[config.mk]
export PLATFORM = sky130hd
export DESIGN_NAME = stffi_ram
export DESIGN_NICKNAME = d
export VERILOG_FILES = /design/src/stffi_ram.sv
export SDC_FILE = /design/constraint.sdc
export NUM_CORES = 1
export LEC_CHECK = 0
export BUFFER_PORTS_ARGS = -buffer_cell sky130_fd_sc_hd__buf_4
export CAP_MARGIN = 20
export CORE_AREA = 2 2 320 322
export CTS_BUF_LIST = sky130_fd_sc_hd__clkbuf_8 sky130_fd_sc_hd__clkbuf_16
export DETAILED_ROUTE_END_ITERATION = 12
export DIE_AREA = 0 0 322 324
export SYNTH_ARGS = -nofsm -noshare
export SYNTH_HDL_FRONTEND = slang
export SYNTH_SLANG_ARGS = --single-unit
[constraint.sdc]
create_clock -name i_clk -period 2.95 [get_ports i_clk]
set_clock_uncertainty 0.1 [all_clocks]
set_input_delay 0.4425 -clock i_clk [delete_from_list [all_inputs] [get_ports i_clk]]
set_output_delay 0.4425 -clock i_clk [all_outputs]
set_load 0.02 [all_outputs]
[src/stffi_ram.sv]
`default_nettype none

module stffi_ram #(
    parameter int WIDTH = 16,
    parameter int DEPTH = 64
) (
    input  wire logic                     i_clk,
    input  wire logic                     i_we,
    input  wire logic [$clog2(DEPTH)-1:0] i_waddr,
    input  wire logic [WIDTH-1:0]         i_wdata,
    input  wire logic [$clog2(DEPTH)-1:0] i_raddr,
    output logic      [WIDTH-1:0]         o_rdata
);

    logic [WIDTH-1:0] r_mem [DEPTH];

    always_ff @(posedge i_clk) begin
        if (i_we) begin
            r_mem[i_waddr] <= i_wdata;
        end
        o_rdata <= r_mem[i_raddr];
    end

endmodule

`default_nettype wire

==> impl_metrics.json, run 1 <==
{
  "crit_family": "buffers and inverters",
  "layout-drive-gt1-share": 0.295,
  "mostFrequentLayoutCell": "edfxtp_1",
  "power_frac_comb": 0.054,
  "critical_path_class": "in -> reg",
  "wl_mm": 97.5,
  "cts_setup_buffers": 0,
  "cts-root-buf": "clkbuf_16",
  "cp.required_ps": 3380,
  "timing.fmax_mhz": 432,
  "hold_viol": 0,
  "setup_viol": 0,
  "dr.pass1.iters": 5,
  "yosys.area.top_type": "edfxtp_1",
  "port-buffer-count": 45,
  "cpMaxStageDelayCell": "nor2b_1",
  "core-area_mm2": 0.101,
  "fillCellCount": 8395,
  "cp-end-kind": "flip-flop",
  "place_ws_ps": -59.2,
  "synth_area_per_cell_um2": 21.9,
  "clk_pin_slew_ps": 60,
  "worstMarginPinSlew_ps": 846,
  "grt_first_pass_wirelength_mm": 141,
  "cts_tree": "done",
  "area_delta_synth_final_pct": 15.7,
  "p_leak_uw": 0.0149,
  "place_inst": 3264,
  "worst_skew_pair.late_latency_ps": 670,
  "synthCells": 1829,
  "critPathBufInv": 3,
  "drt_iter0_drc": 2018,
  "power_frac_seq": 0.528,
  "antenna_found_initial": 7,
  "syn_area_mm2": 0.0400,
  "clk_path_buf_depth": 3,
  "boundaryPins": 46,
  "syn_nets": 1859,
  "ys_ff_latch": 1040,
  "p_sw_frac": 0.212,
  "layout_setup_ws_ps": 635,
  "arrival_ps": 2750,
  "crit_top_cell": "a221oi_1",
  "wire_per_inst_um": 28.2,
  "cp_cell_sequence": "buf_6 > buf_12 > nor2b_1 > a221oi_1 > a221oi_1 > buf_4 > a311oi_1",
  "drv_cap": 0,
  "drtAntennaViolNets": 0,
  "fin_crit_sh": 0.785,
  "start_util": 0.396,
  "grt_pass1_vias": 19600,
  "hpwl_mm": 59.1,
  "grt_max_degree": 65,
  "yosysTopAreaCellShare": 0.768,
  "clock-sinks": 1040,
  "fin_util": 0.459,
  "h-tree-depth": 3,
  "cp-start-kind": "primary input",
  "cts_resized": 0,
  "synth_area_leaders": "edfxtp_1 (77%), mux4_2 (12%), mux2i_1 (2.1%)",
  "ys_warn_count": 0,
  "overflow": 0,
  "slew_violations": 0,
  "fin_setup_tns_ps": 0,
  "drc": 0,
  "cts_hold_buf": 0,
  "final_cells": 3464,
  "via_count": 19400,
  "numCtsBuffers": 104,
  "intPower_uw": 24500,
  "hold_class": "in -> reg",
  "placementRows": 117,
  "yosysSeqAreaShare": 0.776,
  "ys_types": 43,
  "grtUsageTotal": 0.188,
  "layout_min_cycle_time_ps": 2320,
  "p_clk_frac": 0.419,
  "dieWidth_um": 322,
  "placedInstanceArea_mm2": 0.0429,
  "gp_congestion": 0.812,
  "fin_area_mm2": 0.0463,
  "fin_nets": 2091,
  "worst_path_largest_cell_delay_ps": 650,
  "dieArea_mm2": 0.104,
  "cp_max_fo": 32,
  "vias_per_cell": 5.60,
  "outcome": "complete, no violations",
  "max_slew_margin": 0.436,
  "rsz0062_at_grt": "no",
  "ir_drop_uv": 481,
  "switchingPower_uw": 6610,
  "p_per_area_mw_per_mm2": 672,
  "layout_common_cells": "edfxtp_1 (1024), mux4_2 (220), buf_4 (209), clkbuf_16 (105), mux2i_1 (85)",
  "die_y_um": 324
}
through the flow:
stage	power (uW)	hold slack, ps
after floorplan	17600	441
after global placement	18400	752
after detailed placement	18400	776
after CTS	31400	122
after global routing	32100	161
final	31100	172
state kept, by name, indices dropped and copies added (netlist names):
signal   cells
o_rdata     16
r_mem     1024
layout make-up:
class	instances	area, um2	area share
Sequential cell	1040	31100	0.671
Multi-Input combinational cell	685	8250	0.178
Clock buffer	105	2630	0.0567
Timing Repair Buffer	230	1970	0.0425
Tap cell	1309	1640	0.0354
Clock inverter	93	772	0.0167
Antenna cell	2	5.00	0.000108
cell families after synthesis:
family | synth area share
simple gates | 0.0265
mux | 0.155
flops | 0.776
compound gates | 0.0241
buf+inv | 0.0183
power groups by stage:
stage / clock network (uW) / registers (uW) / logic [uW]
2_1_floorplan: 0 / 16700 / 847
3_3_place_gp: 0 / 16700 / 1670
3_5_place_dp: 0 / 16700 / 1700
4_1_cts: 13300 / 16400 / 1710
5_1_grt: 13900 / 16400 / 1780
6_report: 13000 / 16400 / 1680
worst paths after layout:
| path | end | start | slack, ps | cells past startpoint |
|---|---|---|---|---|
| setup reg to reg | o_rdata[14]$_DFF_P_ | r_mem[23][14]$_DFFE_PP_ | 740 | 5 |
| hold reg to reg | o_rdata[5]$_DFF_P_ | r_mem[16][5]$_DFFE_PP_ | 790 | 4 |
| hold / removal | o_rdata[13]$_DFF_P_ | i_raddr[5] | 170 | 3 |
| setup / recovery | o_rdata[4]$_DFF_P_ | i_raddr[1] | 630 | 7 |
synth_stat cells:
library cell	n
o21ai_0	5
nor2b_1	30
or3_1	1
mux2i_1	85
a22oi_1	39
nor3_1	2
nand2b_1	3
a41oi_1	5
nand3b_1	2
buf_4	13
a211oi_1	8
a22o_1	6
nand2_1	59
nor2_1	72
a311oi_1	8
clkbuf_1	24
a221o_1	6
and2_1	2
mux2_2	27
o21ai_1	3
nand3_1	24
nor4_2	3
or3b_2	1
a21oi_1	17
nand4_1	12
mux4_1	4
nand2_4	1
buf_12	5
dfxtp_1	16
clkbuf_2	2
clkbuf_4	1
a31oi_1	8
mux4_2	220
and4_1	5
buf_8	3
edfxtp_1	1024
a211o_1	8
nand4b_1	1
nor2_2	2
a221oi_1	16
buf_6	17
buf_1	3
buf_2	36
worst register-to-register path: stages, from the launching register on:
cell and delay [ps]:
edfxtp_1 380, mux4_2 490, mux2_2 320, nand2_1 80, nand4_1 380, and4_1 350
metal layers:
| metal | part of all wire | up-vias | track usage |
|---|---|---|---|
| met5 | 0.00028 | - | 0 |
| met4 | 0.022 | 4 | 0.0457 |
| met3 | 0.077 | 132 | 0.0449 |
| met2 | 0.49 | 722 | 0.307 |
| met1 | 0.41 | 10400 | 0.256 |
| li1 | - | 8161 | - |
Note: power is estimated with default switching activity, not from simulation.
==> inputs of run 2 (changes only) <==
==> constraint.sdc (replaced) <==
create_clock -name i_clk -period 2.1 [get_ports i_clk]
set_clock_uncertainty 0.1 [all_clocks]
set_input_delay 0.315 -clock i_clk [delete_from_list [all_inputs] [get_ports i_clk]]
set_output_delay 0.315 -clock i_clk [all_outputs]
set_load 0.02 [all_outputs]
==> impl_metrics.json, run 2 (synthesized netlist as in run 1, its figures left out) <==
{
  "fin_setup_tns_ps": 0,
  "layout_min_cycle_time_ps": 2070,
  "final_cells": 3539,
  "p_clk_frac": 0.413,
  "arrival_ps": 2500,
  "power_frac_comb": 0.059,
  "grt_first_pass_wirelength_mm": 143,
  "grtUsageTotal": 0.192,
  "boundaryPins": 46,
  "cts-root-buf": "clkbuf_16",
  "hpwl_mm": 63.9,
  "p_per_area_mw_per_mm2": 913,
  "cts_tree": "done",
  "fin_util": 0.474,
  "p_leak_uw": 0.0155,
  "area_delta_synth_final_pct": 19.6,
  "largest_reg_flops": 1024,
  "core-area_mm2": 0.101,
  "timing.fmax_mhz": 482,
  "p_sw_frac": 0.214,
  "drtAntennaViolNets": 0,
  "via_count": 19800,
  "layout_setup_ws_ps": 25.9,
  "die_y_um": 324,
  "power_frac_seq": 0.528,
  "top_layer": "met5",
  "gp_congestion": 0.820,
  "place_inst": 3338,
  "dieArea_mm2": 0.104,
  "cp.required_ps": 2530,
  "placementRows": 117,
  "drt_iter0_drc": 2123,
  "multi_input_area_mm2": 0.00839,
  "antenna_found_initial": 8,
  "outcome": "complete, no violations",
  "switchingPower_uw": 9370,
  "cp-end-kind": "flip-flop",
  "drc": 0,
  "wl_met1_mm": 42.8,
  "dr.pass1.iters": 5,
  "clk_pin_slew_ps": 60,
  "ir_drop_uv": 685,
  "hold_viol": 0,
  "layout-drive-gt1-share": 0.330,
  "cp-start-kind": "flip-flop",
  "setup_viol": 0,
  "fin_nets": 2170,
  "regArea_mm2": 0.0311,
  "start_util": 0.396,
  "dieWidth_um": 322,
  "intPower_uw": 34300,
  "slew_violations": 0,
  "mostFrequentLayoutCell": "edfxtp_1",
  "cp_max_fo": 1,
  "route.met3.wl_mm": 6.45,
  "layout_common_cells": "edfxtp_1 (1024), mux4_2 (220), buf_4 (214), clkbuf_16 (104), buf_12 (86)",
  "dr_wl_met2_mm": 48.2,
  "wl_mm": 99.3,
  "critical_path_class": "reg -> reg",
  "h-tree-depth": 3,
  "port-buffer-count": 45,
  "place_ws_ps": -776,
  "rsz0062_at_grt": "yes",
  "worstMarginPinSlew_ps": 820,
  "reg_top3": "r_mem: 1024 flops, o_rdata: 16 flops",
  "fillCellCount": 8291,
  "drv_cap": 0,
  "hold-worst-slack_ps": 39.4,
  "grt_pass1_vias": 19800,
  "clk_path_buf_depth": 3,
  "fin_crit_sh": 0.988,
  "cts_setup_buffers": 0,
  "overflow": 0,
  "largest_register": "r_mem",
  "hold_class": "in -> reg",
  "grt_max_degree": 65,
  "worst_skew_pair.late_latency_ps": 690,
  "vias_per_cell": 5.61,
  "clock-sinks": 1040,
  "numCtsBuffers": 103,
  "reg2reg_setup_slack_ps": 30,
  "max_slew_margin": 0.453,
  "wire_per_inst_um": 28.0
}
run 2: cell types whose count changed in the layout (fill, tap and decap cells not counted), moves of 4 or more:
cell	previous run	this run
nor2_2	2	23
dlygate4sd3_1	0	7
nor2_1	72	51
mux2i_1	85	81
buf_12	18	86
buf_4	209	214
a31oi_2	0	4
a31oi_1	8	3
run 2: power groups by stage:
stage | logic [uW] | clock network, uW | registers [uW]
2_1_floorplan | 1200 | 0 | 23500
3_3_place_gp | 2540 | 0 | 23500
3_5_place_dp | 2580 | 0 | 23500
4_1_cts | 2600 | 18400 | 23100
5_1_grt | 2740 | 19200 | 23100
6_report | 2580 | 18000 | 23100
run 2: critical path, stage by stage (launching register included):
cell and delay, ps:
edfxtp_1 360, mux4_2 470, mux2i_1 250, buf_4 180
nand3_1 130, a31oi_1 190, buf_4 180, a311oi_1 60
run 2: routing by layer:
layer  up-vias  track usage
li1       8323            -
met1     10700        0.271
met2       719        0.310
met3       117       0.0362
met4         6       0.0431
met5         -            0
run 2: stage by stage:
step                      area (um2)  power [uW]
after floorplan                40100       24700
after global placement         44400       26000
after detailed placement       44400       26100
after CTS                      47800       44000
after global routing           47900       45000
final                          47900       43700
run 2: final timing paths:
check / from / end / cells past startpoint
worst max register to register: r_mem[31][9]$_DFFE_PP_ / o_rdata[9]$_DFF_P_ / 7
worst min-delay path: i_waddr[1] / r_mem[50][14]$_DFFE_PP_ / 3
worst max-delay path: r_mem[31][9]$_DFFE_PP_ / o_rdata[9]$_DFF_P_ / 7
worst min register to register: r_mem[32][10]$_DFFE_PP_ / o_rdata[10]$_DFF_P_ / 4
run 2: layout make-up:
cell class | instances | share of cell area
clock buffer | 104 | 0.0543
sequential | 1040 | 0.649
antenna | 5 | 0.000261
multi-input combinational | 685 | 0.175
tap | 1309 | 0.0342
clock inverter | 86 | 0.0155
timing repair buffer | 310 | 0.0718
run 2: repair_timing:
item / in CTS / in global routing
pin swaps: 2 / 5
setup endpoints to repair: 3 / 8
gates resized for setup: 5 / 10
hold buffers: 7 / 0
endpoints found under the hold margin: 154 / 0
==> inputs of run 3 (changes only) <==
--- a/config.mk
+++ b/config.mk
@@ -7,10 +7,10 @@
 export LEC_CHECK = 0
 export BUFFER_PORTS_ARGS = -buffer_cell sky130_fd_sc_hd__buf_4
 export CAP_MARGIN = 20
-export CORE_AREA = 2 2 320 322
+export CORE_AREA = 2 2 337 306
 export CTS_BUF_LIST = sky130_fd_sc_hd__clkbuf_8 sky130_fd_sc_hd__clkbuf_16
 export DETAILED_ROUTE_END_ITERATION = 12
-export DIE_AREA = 0 0 322 324
+export DIE_AREA = 0 0 339 308
 export SYNTH_ARGS = -nofsm -noshare
 export SYNTH_HDL_FRONTEND = slang
 export SYNTH_SLANG_ARGS = --single-unit
==> impl_metrics.json, run 3 (synthesized netlist as in run 1, its figures left out) <==
{
  "cp.required_ps": 2530,
  "layout_common_cells": "edfxtp_1 (1024), mux4_2 (220), buf_4 (175), clkbuf_16 (101), buf_12 (90)",
  "cts_setup_buffers": 0,
  "layout_min_cycle_time_ps": 2060,
  "die_y_um": 308,
  "rr_worst_depth": 6,
  "p_leak_uw": 0.0152,
  "hold_depth": 1,
  "hold_class": "in -> reg",
  "max_slew_margin": 0.454,
  "hold_start": "i_wdata[4]",
  "cp_max_fo": 1,
  "worstMarginPinSlew_ps": 819,
  "clock-sinks": 1040,
  "largest_register": "r_mem",
  "placementRows": 111,
  "dr.pass1.iters": 7,
  "numCtsBuffers": 98,
  "arrival_ps": 2490,
  "layout-drive-gt1-share": 0.313,
  "outcome": "complete, no violations",
  "rsz0062_at_grt": "no",
  "grt_first_pass_wirelength_mm": 137,
  "start_util": 0.397,
  "hold_end": "r_mem[47][4]$_DFFE_PP_",
  "fin_crit_sh": 0.983,
  "hold_viol": 0,
  "fin_nets": 2126,
  "fin_setup_tns_ps": 0,
  "hold-worst-slack_ps": 21.3,
  "area_delta_synth_final_pct": 18.2,
  "drc": 0,
  "cts_tree": "done",
  "grtUsageTotal": 0.181,
  "slew_violations": 0,
  "drv_cap": 0,
  "grt_pass1_vias": 19800,
  "gp_congestion": 0.824,
  "dieWidth_um": 339,
  "p_clk_frac": 0.395,
  "layout_setup_ws_ps": 36.5,
  "vias_per_cell": 5.50,
  "hpwl_mm": 59.5,
  "critical_path_class": "reg -> reg",
  "mostFrequentLayoutCell": "edfxtp_1",
  "wl_mm": 94.6,
  "worst_skew_pair.late_latency_ps": 660,
  "timing.fmax_mhz": 485,
  "core-area_mm2": 0.101,
  "h-tree-depth": 3,
  "place_ws_ps": -547,
  "drt_iter0_drc": 1853,
  "antenna_found_initial": 6,
  "setup_viol": 0,
  "r2r_start": "r_mem[11][3]$_DFFE_PP_",
  "power_frac_comb": 0.059,
  "power_frac_seq": 0.547,
  "switchingPower_uw": 8940,
  "ir_drop_uv": 708,
  "cts-root-buf": "clkbuf_16",
  "cp-end-kind": "flip-flop",
  "overflow": 0,
  "clk_pin_slew_ps": 60,
  "reg_top3": "r_mem: 1024 flops, o_rdata: 16 flops",
  "clk_path_buf_depth": 3,
  "p_sw_frac": 0.212,
  "drtAntennaViolNets": 0,
  "largest_reg_flops": 1024,
  "reg2reg_to": "o_rdata[3]$_DFF_P_",
  "intPower_uw": 33300,
  "wire_per_inst_um": 26.7,
  "cp-start-kind": "flip-flop",
  "dieArea_mm2": 0.104,
  "p_per_area_mw_per_mm2": 892,
  "via_count": 19400,
  "reg2reg_setup_slack_ps": 40,
  "port-buffer-count": 45,
  "grt_max_degree": 65,
  "boundaryPins": 46
}
## run 3: cell types whose count changed in the layout (fill, tap and decap cells not counted), sizes merged
| cell | previous run | this run |
|---|---|---|
| clkinvlp | 1 | 3 |
| inv | 24 | 36 |
| dlygate4sd3 | 7 | 3 |
| clkinv | 51 | 36 |
| clkbuf | 104 | 107 |
| diode | 5 | 2 |
| buf | 303 | 267 |
| bufinv | 10 | 3 |
## run 3: final cells by class
type                            instances  area [um2]
Clock inverter                         78         452
Tap cell                             1356        1700
Sequential cell                      1040       31100
Timing Repair Buffer                  271        3190
Fill cell                            8285       53600
Antenna cell                            2        5.00
Clock buffer                          106        2600
Multi-Input combinational cell        685        8320
## run 3: layer usage
metal	up-vias	track usage	wire length (um)
met2	654	0.285	44700
met3	117	0.0343	6470
met1	10400	0.263	41700
met4	8	0.0404	1640
li1	8240	-	-
met5	-	0	47
## run 3: power groups by stage
stage	sequential, uW	combinational [uW]	clock [uW]
CTS	23100	2510	17000
global route	23100	2630	17800
floorplan	23500	1200	0
finish	23100	2470	16700
global placement	23500	2460	0
detailed placement	23500	2490	0
## run 3: stage by stage
step           power, uW   util  std cells  instance area [um2]
2_1_floorplan      24700      -       1829                40100
3_3_place_gp       26000  0.438       3349                44200
3_5_place_dp       26000  0.438       3349                44200
4_1_cts            42600  0.469       3536                47300
5_1_grt            43500  0.469       3536                47300
6_report           42200  0.469       3538                47300
## run 3: what timing repair did
action                     in CTS  in global routing
pin swaps                       0                  1
hold endpoints to repair       62                  0
gates resized for setup         1                  3
hold buffers                    3                  0
setup endpoints to repair       1                  3
## run 3: worst max-delay path by stage
stage	slack, ps	cells after the start	endpoint	from
2_1_floorplan	-270	4	r_mem[39][0]$_DFFE_PP_	i_waddr[5]
3_3_place_gp	-530	7	o_rdata[5]$_DFF_P_	i_raddr[0]
3_5_place_dp	-550	8	o_rdata[5]$_DFF_P_	i_raddr[0]
4_1_cts	40	7	o_rdata[11]$_DFF_P_	r_mem[31][11]$_DFFE_PP_
5_1_grt	10	6	o_rdata[1]$_DFF_P_	r_mem[31][1]$_DFFE_PP_
6_report	40	6	o_rdata[3]$_DFF_P_	r_mem[11][3]$_DFFE_PP_
## run 3: critical path: stages (launching register included)
cell	delay, ps
edfxtp_1	380
mux4_2	470
nor2b_1	150
a211o_1	330
a31oi_1	240
buf_4	200
a311oi_1	60
